`src/rtl/warning_overlay_animation_fsm_assert.svh`:
```
// Assertion macros for the warning overlay block.
// Each macro expects clk and rst_n in the scope where it is used.
`ifndef WARNING_OVERLAY_ANIMATION_FSM_ASSERT_SVH
`define WARNING_OVERLAY_ANIMATION_FSM_ASSERT_SVH

// Consequent must hold in the same cycle as the antecedent
`define WOA_ASSERT_SAME(lbl, ante, cons, msg) \
  lbl: assert property (@(posedge clk) disable iff (!rst_n) (ante) |-> (cons)) \
    else $error(msg);

// Consequent must hold in the cycle after the antecedent
`define WOA_ASSERT_NEXT(lbl, ante, cons, msg) \
  lbl: assert property (@(posedge clk) disable iff (!rst_n) (ante) |=> (cons)) \
    else $error(msg);

`endif

```
`src/rtl/woa_pkg.sv`:
```
`timescale 1ns / 1ps
`default_nettype none
// ----------------------------------------------------------------------------
// woa_pkg
// Types, codes and constants shared by the warning overlay controller and
// datapath.
// ----------------------------------------------------------------------------
package woa_pkg;

  // Operation codes carried by a beat on the input channel
  typedef enum logic [1:0] {
    FN_SHOW   = 2'd0,
    FN_CLOSE  = 2'd1,
    FN_BUTTON = 2'd2,
    FN_TICK   = 2'd3
  } func_t;

  // Overlay phases
  localparam logic [1:0] PH_BLINK = 2'd0;
  localparam logic [1:0] PH_TRANS = 2'd1;
  localparam logic [1:0] PH_TEXT  = 2'd2;

  // Button codes
  localparam logic [1:0] BTN_PRESS   = 2'd1;
  localparam logic [1:0] BTN_IGNORED = 2'd3;

  // Geometry and timing
  localparam logic [8:0] FULL_SIZE   = 9'd432;
  localparam logic [6:0] SIZE_SHRINK = 7'd96;
  localparam logic [4:0] FULL_Y      = 5'd24;
  localparam logic [4:0] Y_RISE      = 5'd18;
  localparam logic [8:0] TRANS_MS    = 9'd400;
  localparam logic [8:0] BLINK_HALF  = 9'd500;
  localparam logic [9:0] MS_PER_SEC  = 10'd1000;
  localparam logic [7:0] OPAQUE      = 8'd255;
  localparam logic [5:0] MAX_SECONDS = 6'd30;

  // Opacity toggles every half second: floor(2*e/1000) odd means dark
  localparam int unsigned OPAC_SCALE = MS_PER_SEC / BLINK_HALF;

  // Transition progress d*1000/400 reduces to d*5/2
  localparam int unsigned T_NUM   = 5;
  localparam int unsigned T_SHIFT = 1;

  // Divide by 1000: q = (a * ceil(2^32/1000)) >> 32 is exact for a < 2^22
  localparam int unsigned DIV_IN_W  = 22;
  localparam int unsigned DIV_K_W   = 23;
  localparam int unsigned DIV_SHIFT = 32;
  localparam int unsigned PROD_W    = DIV_IN_W + DIV_K_W;
  localparam logic [DIV_K_W-1:0] DIV_K = 23'd4294968;

  // Datapath operations issued by the controller
  typedef enum logic [3:0] {
    OP_NONE,
    OP_LOAD,
    OP_EXEC,
    OP_DIV,
    OP_OPAC,
    OP_EASE,
    OP_SIZE_MUL,
    OP_Y_MUL,
    OP_Y,
    OP_PUB
  } dp_op_t;

  typedef struct packed {
    dp_op_t op;
  } woa_cmd_t;

  typedef struct packed {
    logic anim;
  } woa_sts_t;

  // Controller states
  typedef enum logic [3:0] {
    ST_IDLE,
    ST_EXEC,
    ST_DIV_OPAC,
    ST_OPAC,
    ST_DIV_SQ,
    ST_EASE,
    ST_DIV_EASE,
    ST_SIZE_MUL,
    ST_DIV_SIZE,
    ST_Y_MUL,
    ST_DIV_Y,
    ST_Y,
    ST_PUB
  } woa_state_t;

endpackage
`default_nettype wire

```
`src/rtl/woa_dp.sv`:
```
`timescale 1ns / 1ps
`default_nettype none
// ----------------------------------------------------------------------------
// woa_dp
// Overlay state, operation decode and the shared divide-by-1000 unit that
// evaluates the opacity blink and the smoothstep easing step by step.
// ----------------------------------------------------------------------------
module woa_dp
  import woa_pkg::*;
(
  input  wire logic        clk,
  input  wire logic        rst_n,
  input  wire woa_cmd_t    cmd,
  output woa_sts_t         sts,
  input  wire logic [1:0]  in_func,
  input  wire logic [15:0] in_icon_code,
  input  wire logic [23:0] in_color_code,
  input  wire logic [15:0] in_message_id,
  input  wire logic [5:0]  in_blink_seconds,
  input  wire logic [5:0]  in_text_seconds,
  input  wire logic [1:0]  in_button_index,
  input  wire logic [1:0]  in_button_event,
  input  wire logic [31:0] in_now_ms,
  input  wire logic        in_display_allowed,
  output logic             out_overlay_active,
  output logic [1:0]       out_overlay_phase,
  output logic [7:0]       out_overlay_opacity,
  output logic [8:0]       out_overlay_size,
  output logic [4:0]       out_overlay_y,
  output logic [15:0]      out_shown_icon,
  output logic [23:0]      out_shown_color,
  output logic [15:0]      out_shown_message,
  output logic             out_button_consumed
);

  // Captured beat
  func_t       func_r;
  logic [15:0] icon_in_r;
  logic [23:0] color_in_r;
  logic [15:0] msg_in_r;
  logic [5:0]  bsec_r;
  logic [5:0]  tsec_r;
  logic [1:0]  bidx_r;
  logic [1:0]  bevt_r;
  logic [31:0] now_r;
  logic        allowed_r;

  // Architectural state
  logic        active_r, active_nxt;
  logic [1:0]  phase_r, phase_nxt;
  logic [7:0]  opacity_r, opacity_nxt;
  logic [8:0]  size_r, size_nxt;
  logic [4:0]  ypos_r, ypos_nxt;
  logic [15:0] icon_r, icon_nxt;
  logic [23:0] color_r, color_nxt;
  logic [15:0] message_r, message_nxt;
  logic [31:0] start_r, start_nxt;
  logic [14:0] blink_len_r, blink_len_nxt;
  logic [14:0] text_len_r, text_len_nxt;
  logic [31:0] last_now_r, last_now_nxt;
  logic [2:0]  quar_r, quar_nxt;

  // Working registers
  logic [9:0]          t_r, t_nxt;
  logic [9:0]          ease_r, ease_nxt;
  logic [DIV_IN_W-1:0] mul_r, mul_nxt;
  logic [PROD_W-1:0]   prod_r, prod_nxt;
  logic                consumed_r, consumed_nxt;

  // Result register
  logic        out_active_r;
  logic [1:0]  out_phase_r;
  logic [7:0]  out_opacity_r;
  logic [8:0]  out_size_r;
  logic [4:0]  out_y_r;
  logic [15:0] out_icon_r;
  logic [23:0] out_color_r;
  logic [15:0] out_message_r;
  logic        out_consumed_r;

  // Tick timing
  logic [31:0] el32;
  logic [15:0] el;
  logic [15:0] blink_end;
  logic [15:0] trans_end;
  logic [15:0] total;
  logic        expired;
  logic [15:0] d;
  logic [9:0]  t_trans;
  logic [12:0] quot;
  logic [11:0] ease_w;

  // Show and button decode
  logic        show_ok;
  logic        same_warning;
  logic [2:0]  bit_m;
  logic        quar_hit;
  logic        press;

  assign el32      = now_r - start_r;
  assign el        = el32[15:0];
  assign blink_end = {1'b0, blink_len_r};
  assign trans_end = blink_end + 16'(TRANS_MS);
  assign total     = trans_end + {1'b0, text_len_r};
  assign expired   = (el32 >= {16'd0, total});
  assign d         = el - blink_end;
  assign t_trans   = 10'((11'(d[8:0]) * 11'(T_NUM)) >> T_SHIFT);
  assign quot      = prod_r[PROD_W-1:DIV_SHIFT];
  assign ease_w    = 12'(3 * MS_PER_SEC) - (12'(t_r) << 1);

  assign show_ok      = (bsec_r <= MAX_SECONDS) && (tsec_r <= MAX_SECONDS);
  assign same_warning = active_r && (icon_r == icon_in_r) && (color_r == color_in_r) &&
                        (message_r == msg_in_r);
  assign bit_m        = 3'b001 << bidx_r;
  assign quar_hit     = |(quar_r & bit_m);
  assign press        = (bevt_r == BTN_PRESS);

  assign sts.anim = (func_r == FN_TICK) && allowed_r && active_r && !expired;

  // Next-state logic for each datapath operation
  always_comb begin
    active_nxt    = active_r;
    phase_nxt     = phase_r;
    opacity_nxt   = opacity_r;
    size_nxt      = size_r;
    ypos_nxt      = ypos_r;
    icon_nxt      = icon_r;
    color_nxt     = color_r;
    message_nxt   = message_r;
    start_nxt     = start_r;
    blink_len_nxt = blink_len_r;
    text_len_nxt  = text_len_r;
    last_now_nxt  = last_now_r;
    quar_nxt      = quar_r;
    t_nxt         = t_r;
    ease_nxt      = ease_r;
    mul_nxt       = mul_r;
    prod_nxt      = prod_r;
    consumed_nxt  = consumed_r;
    case (cmd.op)
      OP_EXEC: begin
        consumed_nxt = 1'b0;
        case (func_r)
          FN_SHOW: begin
            if (show_ok && !same_warning) begin
              active_nxt    = 1'b1;
              phase_nxt     = PH_BLINK;
              opacity_nxt   = OPAQUE;
              size_nxt      = FULL_SIZE;
              ypos_nxt      = FULL_Y;
              icon_nxt      = icon_in_r;
              color_nxt     = color_in_r;
              message_nxt   = msg_in_r;
              start_nxt     = last_now_r;
              blink_len_nxt = 15'(bsec_r) * 15'(MS_PER_SEC);
              text_len_nxt  = 15'(tsec_r) * 15'(MS_PER_SEC);
            end
          end
          FN_CLOSE: begin
            active_nxt = 1'b0;
          end
          FN_BUTTON: begin
            if (bidx_r != BTN_IGNORED) begin
              if (quar_hit && !press) begin
                consumed_nxt = 1'b1;
              end else if (active_r) begin
                // event on an active overlay: swallow it, and quarantine a press
                consumed_nxt = 1'b1;
                if (press) begin
                  quar_nxt = quar_r | bit_m;
                  if (phase_r == PH_TEXT) begin
                    active_nxt = 1'b0;
                  end
                end
              end else begin
                // lift quarantine on press; the event is not consumed
                quar_nxt = quar_r & ~bit_m;
              end
            end
          end
          default: begin
            last_now_nxt = now_r;
            if (!allowed_r) begin
              active_nxt = 1'b0;
            end else if (active_r) begin
              if (expired) begin
                active_nxt = 1'b0;
              end else begin
                if (el < blink_end) begin
                  phase_nxt = PH_BLINK;
                  t_nxt     = 10'd0;
                end else if (el < trans_end) begin
                  phase_nxt = PH_TRANS;
                  t_nxt     = t_trans;
                end else begin
                  phase_nxt = PH_TEXT;
                  t_nxt     = MS_PER_SEC;
                end
                mul_nxt = DIV_IN_W'(el) * DIV_IN_W'(OPAC_SCALE);
              end
            end
          end
        endcase
      end
      OP_DIV: begin
        prod_nxt = PROD_W'(mul_r) * PROD_W'(DIV_K);
      end
      OP_OPAC: begin
        opacity_nxt = ((phase_r == PH_BLINK) && quot[0]) ? 8'd0 : OPAQUE;
        mul_nxt     = DIV_IN_W'(t_r) * DIV_IN_W'(t_r);
      end
      OP_EASE: begin
        mul_nxt = DIV_IN_W'(quot[9:0]) * DIV_IN_W'(ease_w);
      end
      OP_SIZE_MUL: begin
        ease_nxt = quot[9:0];
        mul_nxt  = DIV_IN_W'(quot[9:0]) * DIV_IN_W'(SIZE_SHRINK);
      end
      OP_Y_MUL: begin
        size_nxt = FULL_SIZE - quot[8:0];
        mul_nxt  = DIV_IN_W'(ease_r) * DIV_IN_W'(Y_RISE);
      end
      OP_Y: begin
        ypos_nxt = FULL_Y - quot[4:0];
      end
      default: begin
      end
    endcase
  end

  // Architectural state, cleared by reset
  always_ff @(posedge clk) begin
    if (!rst_n) begin
      active_r    <= 1'b0;
      phase_r     <= 2'd0;
      opacity_r   <= 8'd0;
      size_r      <= 9'd0;
      ypos_r      <= 5'd0;
      icon_r      <= 16'd0;
      color_r     <= 24'd0;
      message_r   <= 16'd0;
      start_r     <= 32'd0;
      blink_len_r <= 15'd0;
      text_len_r  <= 15'd0;
      last_now_r  <= 32'd0;
      quar_r      <= 3'd0;
    end else begin
      active_r    <= active_nxt;
      phase_r     <= phase_nxt;
      opacity_r   <= opacity_nxt;
      size_r      <= size_nxt;
      ypos_r      <= ypos_nxt;
      icon_r      <= icon_nxt;
      color_r     <= color_nxt;
      message_r   <= message_nxt;
      start_r     <= start_nxt;
      blink_len_r <= blink_len_nxt;
      text_len_r  <= text_len_nxt;
      last_now_r  <= last_now_nxt;
      quar_r      <= quar_nxt;
    end
  end

  // Working registers
  always_ff @(posedge clk) begin
    t_r        <= t_nxt;
    ease_r     <= ease_nxt;
    mul_r      <= mul_nxt;
    prod_r     <= prod_nxt;
    consumed_r <= consumed_nxt;
  end

  // Capture the accepted beat
  always_ff @(posedge clk) begin
    if (cmd.op == OP_LOAD) begin
      func_r     <= func_t'(in_func);
      icon_in_r  <= in_icon_code;
      color_in_r <= in_color_code;
      msg_in_r   <= in_message_id;
      bsec_r     <= in_blink_seconds;
      tsec_r     <= in_text_seconds;
      bidx_r     <= in_button_index;
      bevt_r     <= in_button_event;
      now_r      <= in_now_ms;
      allowed_r  <= in_display_allowed;
    end
  end

  // Publish the result beat
  always_ff @(posedge clk) begin
    if (cmd.op == OP_PUB) begin
      out_active_r   <= active_r;
      out_phase_r    <= phase_r;
      out_opacity_r  <= opacity_r;
      out_size_r     <= size_r;
      out_y_r        <= ypos_r;
      out_icon_r     <= icon_r;
      out_color_r    <= color_r;
      out_message_r  <= message_r;
      out_consumed_r <= consumed_r;
    end
  end

  assign out_overlay_active  = out_active_r;
  assign out_overlay_phase   = out_phase_r;
  assign out_overlay_opacity = out_opacity_r;
  assign out_overlay_size    = out_size_r;
  assign out_overlay_y       = out_y_r;
  assign out_shown_icon      = out_icon_r;
  assign out_shown_color     = out_color_r;
  assign out_shown_message   = out_message_r;
  assign out_button_consumed = out_consumed_r;

endmodule
`default_nettype wire

```
`src/rtl/woa_ctrl.sv`:
```
`timescale 1ns / 1ps
`default_nettype none
`include "warning_overlay_animation_fsm_assert.svh"
// ----------------------------------------------------------------------------
// woa_ctrl
// Sequencer for the warning overlay: takes a beat, runs the execute step,
// steps the easing sequence on animated ticks and hands off the result.
// ----------------------------------------------------------------------------
module woa_ctrl
  import woa_pkg::*;
(
  input  wire logic     clk,
  input  wire logic     rst_n,
  input  wire logic     in_valid,
  output logic          in_stall,
  output logic          out_valid,
  input  wire logic     out_stall,
  input  wire woa_sts_t sts,
  output woa_cmd_t      cmd
);

  woa_state_t state_r, state_nxt;
  logic       out_valid_r, out_valid_nxt;

  // State and result-valid registers
  always_ff @(posedge clk) begin
    if (!rst_n) begin
      state_r     <= ST_IDLE;
      out_valid_r <= 1'b0;
    end else begin
      state_r     <= state_nxt;
      out_valid_r <= out_valid_nxt;
    end
  end

  // Next state and datapath commands
  always_comb begin
    state_nxt     = state_r;
    cmd.op        = OP_NONE;
    out_valid_nxt = out_valid_r && out_stall;
    case (state_r)
      ST_IDLE: begin
        if (in_valid) begin
          cmd.op    = OP_LOAD;
          state_nxt = ST_EXEC;
        end
      end
      ST_EXEC: begin
        cmd.op    = OP_EXEC;
        state_nxt = sts.anim ? ST_DIV_OPAC : ST_PUB;
      end
      ST_DIV_OPAC: begin
        cmd.op    = OP_DIV;
        state_nxt = ST_OPAC;
      end
      ST_OPAC: begin
        cmd.op    = OP_OPAC;
        state_nxt = ST_DIV_SQ;
      end
      ST_DIV_SQ: begin
        cmd.op    = OP_DIV;
        state_nxt = ST_EASE;
      end
      ST_EASE: begin
        cmd.op    = OP_EASE;
        state_nxt = ST_DIV_EASE;
      end
      ST_DIV_EASE: begin
        cmd.op    = OP_DIV;
        state_nxt = ST_SIZE_MUL;
      end
      ST_SIZE_MUL: begin
        cmd.op    = OP_SIZE_MUL;
        state_nxt = ST_DIV_SIZE;
      end
      ST_DIV_SIZE: begin
        cmd.op    = OP_DIV;
        state_nxt = ST_Y_MUL;
      end
      ST_Y_MUL: begin
        cmd.op    = OP_Y_MUL;
        state_nxt = ST_DIV_Y;
      end
      ST_DIV_Y: begin
        cmd.op    = OP_DIV;
        state_nxt = ST_Y;
      end
      ST_Y: begin
        cmd.op    = OP_Y;
        state_nxt = ST_PUB;
      end
      ST_PUB: begin
        // hold until the result register is free
        if (!out_valid_r || !out_stall) begin
          cmd.op        = OP_PUB;
          out_valid_nxt = 1'b1;
          state_nxt     = ST_IDLE;
        end
      end
      default: begin
        state_nxt = ST_IDLE;
      end
    endcase
  end

  assign in_stall  = (state_r != ST_IDLE);
  assign out_valid = out_valid_r;

  // Checks on sequencing
  `WOA_ASSERT_NEXT(a_accept_exec, rst_n && in_valid && !in_stall, state_r == ST_EXEC,
                   "accepted beat not followed by execute step")
  `WOA_ASSERT_SAME(a_pub_free, cmd.op == OP_PUB, !out_valid_r || !out_stall,
                   "result published over a waiting beat")
  `WOA_ASSERT_NEXT(a_pub_valid, rst_n && (cmd.op == OP_PUB),
                   out_valid_r && (state_r == ST_IDLE),
                   "publish did not raise result valid")
  `WOA_ASSERT_NEXT(a_plain_pub, rst_n && (state_r == ST_EXEC) && !sts.anim,
                   state_r == ST_PUB, "non-animated beat did not go to publish")

endmodule
`default_nettype wire

```
`src/rtl/warning_overlay_animation_fsm.sv`:
```
`timescale 1ns / 1ps
`default_nettype none
// Warning overlay controller. A beat on the input channel is a show, close,
// button or tick operation; every beat yields exactly one result beat with
// the overlay state after the update. Show, close, button and non-animating
// ticks pass from acceptance through the execute and publish states back
// to idle. A tick that keeps the overlay shown also runs the opacity blink
// and the smoothstep easing through a single shared divide-by-1000 unit
// (reciprocal multiply, five divides) interleaved with one constant or
// small multiply per step. A new beat is accepted while the previous
// result still waits on out_stall.
// ----------------------------------------------------------------------------
// warning_overlay_animation_fsm
// Top level: controller and datapath of the timed warning overlay.
// ----------------------------------------------------------------------------
module warning_overlay_animation_fsm
  import woa_pkg::*;
(
  input  wire logic        clk,
  input  wire logic        rst_n,
  input  wire logic        in_valid,
  output logic             in_stall,
  input  wire logic [1:0]  in_func,
  input  wire logic [15:0] in_icon_code,
  input  wire logic [23:0] in_color_code,
  input  wire logic [15:0] in_message_id,
  input  wire logic [5:0]  in_blink_seconds,
  input  wire logic [5:0]  in_text_seconds,
  input  wire logic [1:0]  in_button_index,
  input  wire logic [1:0]  in_button_event,
  input  wire logic [31:0] in_now_ms,
  input  wire logic        in_display_allowed,
  output logic             out_valid,
  input  wire logic        out_stall,
  output logic             out_overlay_active,
  output logic [1:0]       out_overlay_phase,
  output logic [7:0]       out_overlay_opacity,
  output logic [8:0]       out_overlay_size,
  output logic [4:0]       out_overlay_y,
  output logic [15:0]      out_shown_icon,
  output logic [23:0]      out_shown_color,
  output logic [15:0]      out_shown_message,
  output logic             out_button_consumed
);

  woa_cmd_t cmd;
  woa_sts_t sts;

  // Sequencer
  woa_ctrl u_ctrl (
    .clk       (clk),
    .rst_n     (rst_n),
    .in_valid  (in_valid),
    .in_stall  (in_stall),
    .out_valid (out_valid),
    .out_stall (out_stall),
    .sts       (sts),
    .cmd       (cmd)
  );

  // State and arithmetic
  woa_dp u_dp (
    .clk                 (clk),
    .rst_n               (rst_n),
    .cmd                 (cmd),
    .sts                 (sts),
    .in_func             (in_func),
    .in_icon_code        (in_icon_code),
    .in_color_code       (in_color_code),
    .in_message_id       (in_message_id),
    .in_blink_seconds    (in_blink_seconds),
    .in_text_seconds     (in_text_seconds),
    .in_button_index     (in_button_index),
    .in_button_event     (in_button_event),
    .in_now_ms           (in_now_ms),
    .in_display_allowed  (in_display_allowed),
    .out_overlay_active  (out_overlay_active),
    .out_overlay_phase   (out_overlay_phase),
    .out_overlay_opacity (out_overlay_opacity),
    .out_overlay_size    (out_overlay_size),
    .out_overlay_y       (out_overlay_y),
    .out_shown_icon      (out_shown_icon),
    .out_shown_color     (out_shown_color),
    .out_shown_message   (out_shown_message),
    .out_button_consumed (out_button_consumed)
  );

endmodule
`default_nettype wire

```
`config.mk`:
```
export PLATFORM = sky130hd
export DESIGN_NAME = warning_overlay_animation_fsm
export DESIGN_NICKNAME = d
export VERILOG_FILES = /design/src/rtl/woa_pkg.sv /design/src/rtl/woa_dp.sv /design/src/rtl/woa_ctrl.sv /design/src/rtl/warning_overlay_animation_fsm.sv
export VERILOG_INCLUDE_DIRS = /design/src /design/src/rtl
export SDC_FILE = /design/constraint.sdc
export NUM_CORES = 2
export LEC_CHECK = 0
export ABC_AREA = 0
export BUFFER_PORTS_ARGS = -buffer_cell sky130_fd_sc_hd__buf_2
export CORE_ASPECT_RATIO = 2
export CORE_MARGIN = 3
export CORE_UTILIZATION = 48
export DETAILED_ROUTE_END_ITERATION = 8
export HOLD_SLACK_MARGIN = 0.06
export PLACE_DENSITY = 0.65
export SETUP_SLACK_MARGIN = 0.15
export SLEW_MARGIN = 20
export SYNTH_ARGS = -nofsm -noshare
export SYNTH_HDL_FRONTEND = slang
export SYNTH_SLANG_ARGS = --single-unit
```
`constraint.sdc`:
```
create_clock -name clk -period 7.3 [get_ports clk]
set_input_delay 1.46 -clock clk [delete_from_list [all_inputs] [get_ports clk]]
set_output_delay 1.46 -clock clk [all_outputs]
set_load 0.05 [all_outputs]
```
== Word-level counts from Yosys, hierarchy flattened ==
Cells that the tools add are included.
W data, S select, Z words.

* Bits in registers: 448
* Bits in latches: 0
* RAM bits: 0
* ROM bits: 0
* Bits of input ports: 111
* Output and inout port bits: 84
* Word-level logic and storage cells: 203
* Memories kept: 0

* Add/sub/neg operators: 7
* Multiply operators: 8
* Divide/modulo/power cells: 0
* Magnitude comparators: 5
* Equality and inequality tests: 43
* Shift-type cells: 1
* Mux-type cells: 46
* Bitwise operators: 9
* Reductions and logical operators: 44

{| class="wikitable"
|+ Operators by type and width
! operator !! count
|-
| $pmux W22 S5 || 1
|-
| $mux W22 || 4
|-
| $pmux W4 S13 || 1
|-
| $mul A22 B20 Y39 const B || 1
|-
| $pmux W4 S9 || 1
|-
| $eq A16 B16 Y1 || 2
|-
| $eq A4 B3 Y1 const B || 8
|-
| $ge A32 B16 Y1 || 1
|-
| $sub A32 B32 Y32 || 1
|-
| $eq A4 B4 Y1 const B || 7
|-
| $eq A24 B24 Y1 || 1
|-
| $mul A6 B7 Y12 const B || 2
|-
| $mux W8 || 3
|-
| $mul A10 B12 Y22 || 1
|-
| $mul A10 B10 Y20 || 1
|-
| $mux W9 || 2
|-
| $pmux W9 S2 || 1
|-
| $add A15 B9 Y16 const B || 1
|-
| $add A16 B15 Y16 || 1
|-
| $eq A4 B2 Y1 const B || 4
|-
| $lt A16 B15 Y1 || 1
|-
| $lt A16 B16 Y1 || 1
|-
| $mux W4 || 4
|-
| $pmux W8 S2 || 1
|-
| 42 further kinds || 112
|}

== Longest topological paths before layout ==
* Depth after elaboration: 9
* Mapped depth: 28

== Cells and area by module ==
From an unflattened synthesis, not the netlist that was laid out.

* Cell total of the unflattened synthesis: 3320
* Area, all modules: 33402.0 um2

{| class="wikitable"
|+ By module, submodules not included
! module !! times used !! cells an instance !! area each (um2)
|-
| woa_dp || 1 || 3271 || 33042.9
|-
| woa_ctrl || 1 || 49 || 359.1
|}

== Least setup slack after synthesis ==
Ideal clock, no wire load.

* Path type: flip-flop to flip-flop
* From: reg u_dp.t_r[1]
* To: reg u_dp.mul_r[20] (data pin)
* Setup time: 0.263 ns
* Arrival: 6.257 ns
* Slack: 0.780 ns
* Stages on the path, launching flop included: 28
* Path through: edfxtp_1 clkbuf_1 inv_1 ha_1 inv_1 a31oi_1 nor2b_1 xnor2_1 nand2_1 fa_1 inv_1 fa_1 fa_1 fa_1 inv_1 fa_1 inv_1 ha_1 a21o_1 a21oi_1 nand2_1 a21o_1 nand2_1 o22ai_1 o41ai_1 o21ai_0 xnor2_1 nor2_1

* Word-level cells in the longest chain between the ends: 3

{| class="wikitable"
|+ Ends and longest elaborated chain
! element !! RTL line !! source
|-
| from (decl) || woa_dp.sv:64 || <nowiki>logic [9:0] t_r, t_nxt;</nowiki>
|-
| from (signal assigned) || woa_dp.sv:266 || <nowiki>t_r <= t_nxt;</nowiki>
|-
| $sub A12 B11 Y12 || woa_dp.sv:109 || <nowiki>assign ease_w = 12'(3 * MS_PER_SEC) - (12'(t_r) << 1);</nowiki>
|-
| $mul A10 B12 Y22 || woa_dp.sv:213 || <nowiki>mul_nxt = DIV_IN_W'(quot[9:0]) * DIV_IN_W'(ease_w);</nowiki>
|-
| $pmux W22 S5 || woa_dp.sv:140 || <nowiki>case (cmd.op)</nowiki>
|-
| net u_dp.mul_nxt[20] || woa_dp.sv:66 || <nowiki>logic [DIV_IN_W-1:0] mul_r, mul_nxt;</nowiki>
|-
| to (signal assigned) || woa_dp.sv:268 || <nowiki>mul_r <= mul_nxt;</nowiki>
|-
| to (decl) || woa_dp.sv:66 ||
|}

The timed path passes the listed nets, and every way through them passes these cells.
A chain may end at the register's enable or synchronous reset.

== Worst setup path in the final report ==
* From: reg u_dp.t_r[1]
* To: reg u_dp.mul_r[14] (data pin)

* Word-level cells in the longest chain between the ends: 3
* Elaborated cells between the ends (all ways): 4
* Classes of those cells: 1 x add/sub; 2 x mul; 1 x mux

{| class="wikitable"
|+ Ends and longest elaborated chain
! element !! RTL line
|-
| $sub A12 B11 Y12 || woa_dp.sv:109
|-
| $mul A10 B12 Y22 || woa_dp.sv:213
|-
| $pmux W22 S5 * || woa_dp.sv:140
|-
| net u_dp.mul_nxt[14] || woa_dp.sv:66
|}

Mark *: on every way through the listed nets, which the timed path passes. The rest lies on a longest branch.

==> metrics.txt <==
# clock sinks=405; RSZ-0062 raised after global routing=false; ys async rst share=0; Layout area overhead=9.905%; number of synthesized flops with an enable pin=235; Netlist cell types=89; Max Cap Viol=0; post-route antenna net violation count=0; global placer's final weighted congestion=1.039; Worst Hold Class=register to register; total grt overflow=0; Worst Reg2Reg Path Length in Cells=26; fillers=6324; row cnt=135; FF-to-FF Start=u_dp.t_r[1]; port bufs=194; largest net degree at the start of global routing=102; Die W=191.4 µm; first-pass GRT wire length=142000 µm; vias=24120; WL/cell=20.84 µm; Setup TNS Final=0 ns; # H-tree levels=2; post-layout min period=6.741 ns; reg2reg setup slack=0.56 ns; Hold Buf Count CTS=0; R2R Path End=u_dp.mul_r[14]; Slew HR=0.3098; post-detail-place hpwl=74130 µm; Worst EP required=7.62 ns; DRT Pass-1 Iters=7; antenna violations before repair=15; Post-synth top flop=edfxtp_1; dominant cell type by area after synthesis=edfxtp_1; flip-flop and latch count after synthesis=405; Critical Path End=u_dp.mul_r[14]; setup repair bufs after CTS=0; Final Util=0.5340; final worst path period share=0.9235; Syn Nets=4093; routed wire length=91210 µm; core area=67900 µm²; residual DRC count=0; post-synth top area share=0.2139; worst skew pair latency=0.60 ns; CP arrival=7.07 ns; worst hold path depth=0; crit end category=register; worst setup path start=u_dp.t_r[1]; synthesized area=32990 µm²; Fin. Hold Viols=0; Initial Util=0.4859; largest cells by area after synthesis=edfxtp_1, ha_1, fa_1, dfxtp_1, inv_1; Nets=4274; YS warnings=0; outcome=complete, no violations; ratio of cells with drive above 1 in the final layout=0.09409; CTS Buf Count=37; number of gates resized after cts=0; Finish-stage setup viols=0; Via density=5.510; syn_area_per_cell=10.07 µm²; clk slew on worst S/H paths=0.07 ns; initial drt markers=982; final setup skew=0.04670 ns; Global Route Usage Sum=0.2594; die area=72110 µm²; CP Launch Type=register; Synth Instances=3276; Slew Limit Fails=0; area occupied by multi-input gates=20160 µm²; Slew @ Worst Pin=1.035 ns; crit path kind=register to register; Seq/Total Area, Yosys=0.3170; Register Area=10460 µm²; CP Max Fanout=11; Max Clock Freq=148.3 MHz; Die Ht=376.8 µm; CTS max path bufs=3; I/O pins=195; vias in the first global route=25760; CTS tree=done; CTS root buf=clkbuf_16
==> per-layer routing <==
metal | routed length (µm) | global-route usage | share of wire | vias up
li1 | - | - | - | 11340
met1 | 28400 | 0.2393 | 0.31 | 11690
met2 | 49750 | 0.4958 | 0.55 | 704
met3 | 4295 | 0.04109 | 0.047 | 374
met4 | 8690 | 0.1975 | 0.095 | 16
met5 | 73 | 0 | 0.00080 | -
==> worst min path at each step <==
stage          slack (ns)                        to            start
4_1_cts              0.43  u_dp.out_overlay_size[7]   u_dp.size_r[7]
3_3_place_gp         0.41  u_dp.out_overlay_size[6]   u_dp.size_r[6]
2_1_floorplan        0.40  u_dp.out_button_consumed  u_dp.consumed_r
6_report             0.43  u_dp.out_overlay_size[3]   u_dp.size_r[3]
3_5_place_dp         0.42  u_dp.out_button_consumed  u_dp.consumed_r
5_1_grt              0.45  u_dp.out_overlay_size[6]   u_dp.size_r[6]
==> cell usage after synthesis (5+ instances only) <==
library cell,instances
dfxtp_1,170
a21boi_0,5
a22oi_1,6
nand3b_1,5
or3_1,10
a211oi_1,10
o22ai_1,7
o31ai_1,6
o21a_1,28
xnor2_1,125
a31oi_1,15
edfxtp_1,235
nand4_1,25
nand2_1,224
nor4_1,12
o21ai_0,62
a2111oi_0,6
and4_1,5
a41oi_1,5
xor2_1,68
buf_1,7
nor2_1,255
a221oi_1,19
a21oi_1,173
inv_1,520
nor2b_1,22
nand2b_1,14
o31a_1,6
fa_1,247
ha_1,459
buf_4,8
o21ai_1,7
buf_6,5
a21o_1,45
clkbuf_1,76
and3_1,10
nand3_1,38
o211ai_1,8
nor3_1,41
o21bai_1,21
and2_1,81
mux2i_1,103
==> final cells by class <==
| type | count | area share |
|---|---|---|
| clock inverter | 25 | 0.007315 |
| clock buffer | 43 | 0.02671 |
| sequential | 405 | 0.2885 |
| multi-input combinational | 2249 | 0.5558 |
| tap | 890 | 0.03071 |
| inverter | 523 | 0.05438 |
| timing repair buffer | 241 | 0.03651 |
| antenna | 1 | 0.00006901 |
==> per-stage QoR <==
| stage | setup slack, ns | instances | instance area (µm²) | hold slack (ns) |
|---|---|---|---|---|
| floorplan | 0.7803 | 3276 | 32990 | 0.4003 |
| global placement | 0.5679 | 4308 | 35000 | 0.4109 |
| detailed placement | 0.4561 | 4308 | 35010 | 0.4186 |
| CTS | 0.4754 | 4376 | 36240 | 0.4337 |
| global route | 0.1936 | 4376 | 36260 | 0.4461 |
| finish | 0.5587 | 4377 | 36260 | 0.4314 |
==> cell families (layout without fill, tap and decap cells) <==
family | count (synthesis) | in the layout | synth area share
other | 0 | 1 | 0
buffers and inverters | 622 | 832 | 0.07293
AO/OA/AOI/OAI | 480 | 480 | 0.09511
multiplexers | 104 | 104 | 0.03159
flip-flops | 405 | 405 | 0.3170
adder cells (fa/ha/maj) | 706 | 706 | 0.3239
XOR/XNOR | 193 | 193 | 0.05123
AND/OR/NAND/NOR | 766 | 766 | 0.1082
==> sequential cells by signal (all words and copies together), names as in the netlist, 12 cells and up, named ones only <==
register and flops:
u_dp.last_now_r 32, u_dp.out_shown_color 24, u_dp.blink_len_r 12, u_dp.message_r 16, u_dp.out_shown_message 16, u_dp.msg_in_r 16, u_dp.start_r 32, u_dp.mul_r 22
u_dp.color_r 24, u_dp.icon_in_r 16, u_dp.icon_r 16, u_dp.out_shown_icon 16, u_dp.now_r 32, u_dp.color_in_r 24, u_dp.text_len_r 12
==> placed cells by master, fill, tap and decap left out, types with 25 or more instances in the layout <==
cell / instances
a21o_1: 45
a21oi_1: 173
and2_1: 81
buf_2: 194
buf_4: 47
clkbuf_16: 37
dfxtp_1: 170
edfxtp_1: 235
fa_1: 247
ha_1: 459
inv_1: 518
mux2i_1: 103
nand2_1: 223
nand3_1: 38
nand4_1: 25
nor2_1: 255
nor3_1: 41
o21a_1: 28
o21ai_0: 60
xnor2_1: 124
xor2_1: 68
==> worst max-delay path, cell delays in order, from the launching register on <==
cell	delay, ns
edfxtp_1	0.54
inv_1	0.16
ha_1	0.22
inv_1	0.05
a31oi_1	0.16
buf_4	0.19
nor2b_1	0.07
xnor2_1	0.27
nand2_1	0.13
fa_1	0.54
inv_1	0.06
fa_1	0.52
fa_1	0.44
fa_1	0.54
inv_1	0.05
fa_1	0.54
inv_1	0.05
ha_1	0.34
a21o_1	0.18
a21oi_1	0.23
nand2_1	0.08
a21o_1	0.17
a31o_2	0.23
a21oi_1	0.17
xnor2_1	0.09
a221oi_1	0.37
a21oi_1	0.14
Power is not shown: default switching activity piles up to over one toggle a cycle in this logic, so the estimate is an artifact.
